===== src/design/rvdq_pkg.sv =====
// ----------------------------------------------------------------------------
// rvdq_pkg
// Shared types and constants for the reversible deque: store geometry,
// command and status codes, and the control bundle from the pointer unit.
// ----------------------------------------------------------------------------
package rvdq_pkg;

   localparam int DEPTH    = 1024;
   localparam int IDX_W    = $clog2(DEPTH);
   localparam int CNT_W    = $clog2(DEPTH + 1);
   localparam int DATA_W   = 32;
   localparam int CMD_W    = 3;
   localparam int STATUS_W = 2;

   typedef enum logic [CMD_W-1:0] {
      CMD_PUSH_BACK  = 3'd0,
      CMD_PUSH_FRONT = 3'd1,
      CMD_POP_BACK   = 3'd2,
      CMD_POP_FRONT  = 3'd3,
      CMD_REVERSE    = 3'd4
   } cmd_type;

   typedef enum logic [STATUS_W-1:0] {
      ST_OK    = 2'd0,
      ST_EMPTY = 2'd1,
      ST_FULL  = 2'd2
   } status_type;

   // per-command decision from the pointer unit
   typedef struct packed {
      logic             wr_en;      // push lands in the store
      logic             rd_en;      // pop reads the store, data next cycle
      logic [IDX_W-1:0] addr;       // store entry touched by this command
      logic             rsp_now;    // immediate result (empty / full)
      status_type       rsp_status; // status of the immediate result
   } ctl_type;

endpackage


===== src/design/rvdq_ptr.sv =====
// ----------------------------------------------------------------------------
// rvdq_ptr
// Head pointer, fill count and reverse flag. Maps each logical command onto
// a physical ring end, picks the store entry and updates on transfer.
// ----------------------------------------------------------------------------
module rvdq_ptr
   import rvdq_pkg::*;
(
   input  logic             clock,
   input  logic             reset,
   input  logic             go,
   input  logic [CMD_W-1:0] command,
   output ctl_type          ctl
);

   logic [IDX_W-1:0] head_ff, head_in;
   logic [CNT_W-1:0] count_ff, count_in;
   logic             rev_ff, rev_in;

   logic             full, empty, at_front;
   logic [IDX_W-1:0] head_dec, head_inc, back_idx;
   logic [CNT_W-1:0] back_off;
   logic [CNT_W:0]   back_sum;
   cmd_type          cmd;

   assign cmd   = cmd_type'(command);
   assign full  = (count_ff == CNT_W'(DEPTH));
   assign empty = (count_ff == '0);

   assign head_dec = (head_ff == '0) ? IDX_W'(DEPTH - 1) : head_ff - 1'b1;
   assign head_inc = (head_ff == IDX_W'(DEPTH - 1)) ? '0 : head_ff + 1'b1;

   // back slot: head + count for a push, head + count - 1 for a pop
   always_comb begin
      back_off = (cmd == CMD_POP_BACK || cmd == CMD_POP_FRONT) ? count_ff - 1'b1
                                                                : count_ff;
      back_sum = {{(CNT_W + 1 - IDX_W){1'b0}}, head_ff} + {1'b0, back_off};
      if (back_sum >= (CNT_W + 1)'(DEPTH)) begin
         back_sum = back_sum - (CNT_W + 1)'(DEPTH);
      end
      back_idx = back_sum[IDX_W-1:0];
   end

   always_comb begin
      at_front       = ((cmd == CMD_PUSH_FRONT) || (cmd == CMD_POP_FRONT)) ^ rev_ff;
      ctl.wr_en      = 1'b0;
      ctl.rd_en      = 1'b0;
      ctl.addr       = back_idx;
      ctl.rsp_now    = 1'b0;
      ctl.rsp_status = ST_OK;
      head_in        = head_ff;
      count_in       = count_ff;
      rev_in         = rev_ff;
      case (cmd)
         CMD_PUSH_BACK, CMD_PUSH_FRONT: begin
            if (full) begin
               ctl.rsp_now    = 1'b1;
               ctl.rsp_status = ST_FULL;
            end else begin
               ctl.wr_en = 1'b1;
               count_in  = count_ff + 1'b1;
               if (at_front) begin
                  ctl.addr = head_dec;
                  head_in  = head_dec;
               end
            end
         end
         CMD_POP_BACK, CMD_POP_FRONT: begin
            if (empty) begin
               ctl.rsp_now    = 1'b1;
               ctl.rsp_status = ST_EMPTY;
            end else begin
               ctl.rd_en = 1'b1;
               count_in  = count_ff - 1'b1;
               if (at_front) begin
                  ctl.addr = head_ff;
                  head_in  = head_inc;
               end
            end
         end
         CMD_REVERSE: begin
            rev_in = ~rev_ff;
         end
         default: begin
         end
      endcase
      if (!go) begin
         ctl.wr_en   = 1'b0;
         ctl.rd_en   = 1'b0;
         ctl.rsp_now = 1'b0;
         head_in     = head_ff;
         count_in    = count_ff;
         rev_in      = rev_ff;
      end
   end

   always_ff @(posedge clock) begin
      if (reset) begin
         head_ff  <= '0;
         count_ff <= '0;
         rev_ff   <= 1'b0;
      end else begin
         head_ff  <= head_in;
         count_ff <= count_in;
         rev_ff   <= rev_in;
      end
   end

endmodule


===== config.mk =====
export PLATFORM = sky130hd
export DESIGN_NAME = rvdq_ptr
export DESIGN_NICKNAME = d
export VERILOG_FILES = /design/src/design/rvdq_pkg.sv /design/src/design/rvdq_ptr.sv
export SDC_FILE = /design/constraint.sdc
export NUM_CORES = 1
export LEC_CHECK = 0
export BUFFER_PORTS_ARGS = -buffer_cell sky130_fd_sc_hd__buf_2
export CAP_MARGIN = 20
export CORE_MARGIN = 4
export CORE_UTILIZATION = 50
export CTS_CLUSTER_SIZE = 25
export DETAILED_ROUTE_END_ITERATION = 10
export PLACE_DENSITY = 0.79
export SYNTH_ARGS = -nofsm -noshare
export SYNTH_HDL_FRONTEND = slang
export SYNTH_SLANG_ARGS = --single-unit

===== constraint.sdc =====
create_clock -name clock -period 3.5 [get_ports clock]
set_input_delay 0.35 -clock clock [delete_from_list [all_inputs] [get_ports clock]]
set_output_delay 0.35 -clock clock [all_outputs]
set_load 0.005 [all_outputs]

==> results_tabular.tex <==
\begin{tabular}{lr}
\hline
Metric & Value \\
\hline
\multicolumn{2}{l}{\textbf{Outcome}} \\
Status & complete, no violations \\
\multicolumn{2}{l}{\textbf{Global routing}} \\
GRT Util Overall & 21.5\% \\
Pin count of the biggest net entering global routing & 23 \\
Remaining global-route overflow & 0 \\
First-pass GRT wire length & 11.2 mm \\
Via count of the first global-routing pass & 2374 \\
Initial antenna violation count & 0 \\
\multicolumn{2}{l}{\textbf{Setup path}} \\
CP startpoint kind & flop \\
Capturing element of the worst setup path & ctl[12] \\
Largest fanout on the critical path & 4 \\
Origin of the critical flop-to-flop path & head\_ff[0]\$\_SDFFE\_PP0P\_ \\
Critical Path Start & count\_ff[4]\$\_SDFFE\_PP0P\_ \\
Capture point of the worst reg-to-reg path & head\_ff[6]\$\_SDFFE\_PP0P\_ \\
Kind of end point of the critical path & primary output \\
Data arrival, critical path & 3.05 ns \\
Worst reg2reg path depth & 8 \\
Worst reg2reg setup slack & 1.27 ns \\
Required time worst endpoint & 3.15 ns \\
Critical path start-end classification & reg -> out \\
\multicolumn{2}{l}{\textbf{Clock tree}} \\
Clock slew at the register clock pins of the worst setup and hold paths & 0.08 ns \\
Clock insertion delay at the later pin of the skew report & 0.27 ns \\
TritonCTS clock tree & yes \\
CTS Hold Bufs & 0 \\
Clock Path Buffers & 2 \\
TritonCTS sink count & 22 \\
CTS root buf & sky130\_fd\_sc\_hd\_\_clkbuf\_8 \\
CTS HTree Levels & 1 \\
CTS Buf Count & 3 \\
\multicolumn{2}{l}{\textbf{Cells and area}} \\
Area of combinational cells with multiple inputs & 1980 um2 \\
Most frequent cells in the layout & 35 x sky130\_fd\_sc\_hd\_\_a21oi\_1, 30 x sky130\_fd\_sc\_hd\_\_nand2\_1, 29 x sky130\_fd\_sc\_hd\_\_nor2\_1 \\
Combined flip-flop and latch cell area & 443 um2 \\
Most common cell after layout, fill and taps aside & sky130\_fd\_sc\_hd\_\_a21oi\_1 \\
Share of layout cells above drive strength 1 & 18.2\% \\
Layout filler cell count & 460 \\
Final-stage net count & 389 \\
Synthesis-to-finish area growth & 10.1\% \\
Final Non-Filler Cells & 430 \\
Number of antenna repair diodes & 0 \\
\multicolumn{2}{l}{\textbf{Routing}} \\
Per-cell routed wire length & 15.9 um \\
Remaining design rule violation count & 0 \\
Detailed Route Iter0 Violations & 211 \\
Via count & 2737 \\
Router iterations before antenna repair & 5 \\
Sum of routed wire length over all layers & 6.85 mm \\
Detail Route Antenna Nets & 0 \\
Drt via density & 6.37 \\
\multicolumn{2}{l}{\textbf{Placement}} \\
Number of buffers added on ports & 20 \\
Total placed cells including tap cells & 424 \\
Detailed placer's ending HPWL & 4.93 mm \\
Routability-driven placement congestion ratio & 0.936 \\
Post-place setup slack & 0.187 ns \\
\multicolumn{2}{l}{\textbf{Logic synthesis}} \\
Synth Area per Inst & 7.29 um2 \\
Proportion of synthesized chip area in sequential cells & 17.3\% \\
Post-Synthesis Cells & 350 \\
Proportion of register bits with asynchronous set or reset after synthesis & 0\% \\
Number of enable-type register cells in the synthesized netlist & 0 \\
Area of the mapped netlist & 2550 um2 \\
Net count of the mapped netlist & 374 \\
Top FF cell, synth & sky130\_fd\_sc\_hd\_\_dfxtp\_1 \\
Warnings, synthesis & 0 \\
Distinct cell type count of the synthesized netlist & 62 \\
FF+latch count, synth & 22 \\
\multicolumn{2}{l}{\textbf{Floorplanning}} \\
Vert. Die Dim & 79.4 um \\
Die outline width & 79.4 um \\
Boundary pin count & 21 \\
Initial Util & 52.9\% \\
Die Outline Area & 6310 um2 \\
Area of the core region & 4820 um2 \\
Row Count & 25 \\
\multicolumn{2}{l}{\textbf{Hold path}} \\
Hold Crit Depth & 4 \\
Tightest Hold Check Type & in -> reg \\
\multicolumn{2}{l}{\textbf{STA}} \\
Number of max-slew violations in the final report & 0 \\
Slew headroom & 58.5\% \\
Final critical path time including I/O delays and setup & 3.40 ns \\
Setup-failing EPs final & 0 \\
Worst clock skew & 0.00629 ns \\
Count of endpoints failing hold in the final timing report & 0 \\
Worst setup slack after layout & 0.0953 ns \\
Fin crit share & 97.3\% \\
Actual slew at the worst max-slew pin & 0.623 ns \\
Peak clock frequency supported by timing & 294 MHz \\
Final hold slack & 0.425 ns \\
Setup Total Neg Slack & 0 ns \\
\multicolumn{2}{l}{\textbf{Pwr}} \\
Worst vdd ir & 0.152 mV \\
Pwr dens & 298 nW/um2 \\
Leakage component of the power & 1.16 nW \\
\multicolumn{2}{l}{\textbf{Run}} \\
Max Cap Violations & 0 \\
\hline
\end{tabular}
-- through the flow --
stage               instance area [um2]  util (%)  power, mW
finish                             2810      58.3      0.837
global route                       2810      58.3      0.889
CTS                                2740      56.9      0.823
detailed placement                 2700      56.0      0.657
global placement                   2700      56.0      0.653
floorplan                          2550         -      0.560
-- worst min-delay path by stage --
stage                                   start  slack [ns]                      end
after floorplan                         reset        0.42  head_ff[6]$_SDFFE_PP0P_
after global placement    rev_ff$_SDFFE_PP0P_        0.56      rev_ff$_SDFFE_PP0P_
after detailed placement  rev_ff$_SDFFE_PP0P_        0.57      rev_ff$_SDFFE_PP0P_
after CTS                          command[0]        0.43      rev_ff$_SDFFE_PP0P_
after global routing               command[0]        0.50      rev_ff$_SDFFE_PP0P_
final                              command[0]        0.43      rev_ff$_SDFFE_PP0P_
-- layout make-up --
cell class,count,share of cell area (%)
multi-input combinational,291,70.6
sequential,22,15.8
timing repair buffer,35,7.58
tap,67,2.99
inverter,12,1.60
clock buffer,3,1.47
-- timing repair --
| item | CTS | global route |
|---|---|---|
| endpoints found under the setup margin | 0 | 4 |
| setup buffers | 0 | 3 |
| gates resized for setup | 0 | 14 |
-- cell families (layout without fill, tap and decap cells) --
group | count (synthesis) | after routing | synth area share [%]
AND/OR/NAND/NOR | 139 | 139 | 29.4
adder cells (fa/ha/maj) | 18 | 18 | 9.13
XOR/XNOR | 30 | 30 | 10.3
flip-flops | 22 | 22 | 17.3
buffers and inverters | 37 | 50 | 6.82
multiplexers | 1 | 1 | 0.442
AO/OA/AOI/OAI | 103 | 103 | 26.6
-- report_power, final --
part           internal [mW]  total [mW]  switching (mW)
Combinational          0.168       0.387           0.218
Clock                 0.0772       0.166          0.0888
Sequential             0.262       0.284          0.0226
Total                  0.507       0.837           0.330
-- worst max-delay path, stage by stage, from the launching register on --
cell                        delay [ns]
sky130_fd_sc_hd__dfxtp_1          0.32
sky130_fd_sc_hd__or4_4            0.60
sky130_fd_sc_hd__or4_4            0.46
sky130_fd_sc_hd__xnor2_1          0.16
sky130_fd_sc_hd__ha_1             0.36
sky130_fd_sc_hd__o2111ai_2        0.20
sky130_fd_sc_hd__o22ai_2          0.12
sky130_fd_sc_hd__xnor2_1          0.17
sky130_fd_sc_hd__o21ai_1          0.08
sky130_fd_sc_hd__a22o_1           0.19
sky130_fd_sc_hd__buf_2            0.12
-- synth_stat cells (3+ instances only) --
library cell / number / area share [%]
sky130_fd_sc_hd__a211oi_1: 6 / 1.8
sky130_fd_sc_hd__a21o_1: 3 / 0.88
sky130_fd_sc_hd__a21oi_1: 35 / 6.9
sky130_fd_sc_hd__a221o_1: 3 / 1.2
sky130_fd_sc_hd__a22oi_1: 3 / 0.88
sky130_fd_sc_hd__a31oi_1: 6 / 1.5
sky130_fd_sc_hd__and3_1: 10 / 2.5
sky130_fd_sc_hd__buf_2: 10 / 2.0
sky130_fd_sc_hd__buf_6: 3 / 1.3
sky130_fd_sc_hd__clkbuf_1: 10 / 1.5
sky130_fd_sc_hd__dfxtp_1: 22 / 17
sky130_fd_sc_hd__ha_1: 17 / 8.3
sky130_fd_sc_hd__inv_1: 11 / 1.6
sky130_fd_sc_hd__nand2_1: 30 / 4.4
sky130_fd_sc_hd__nand2b_1: 5 / 1.2
sky130_fd_sc_hd__nand3_1: 16 / 3.1
sky130_fd_sc_hd__nand4_1: 6 / 1.5
sky130_fd_sc_hd__nor2_1: 29 / 4.3
sky130_fd_sc_hd__nor2b_1: 6 / 1.5
sky130_fd_sc_hd__nor3_1: 16 / 3.1
sky130_fd_sc_hd__o211ai_1: 3 / 0.88
sky130_fd_sc_hd__o21a_1: 4 / 1.2
sky130_fd_sc_hd__o21ai_0: 11 / 2.2
sky130_fd_sc_hd__o21ai_1: 7 / 1.4
sky130_fd_sc_hd__o31ai_1: 3 / 0.88
sky130_fd_sc_hd__or3_1: 4 / 0.98
sky130_fd_sc_hd__xnor2_1: 20 / 6.9
sky130_fd_sc_hd__xor2_1: 10 / 3.4
-- per-layer routing --
| layer | vias up | routed length [um] | global-route usage, % |
|---|---|---|---|
| li1 | 1315 | - | - |
| met1 | 1265 | 3030 | 30.4 |
| met2 | 146 | 3110 | 34.3 |
| met3 | 11 | 582 | 2.26 |
| met4 | 0 | 125 | 6.87 |
| met5 | - | 0 | 0 |
-- registers in the layout (all words and copies together) (netlist names) --
register	flops
rev_ff	1
head_ff	10
count_ff	11
No activity file was read; power rests on OpenSTA's default activity.
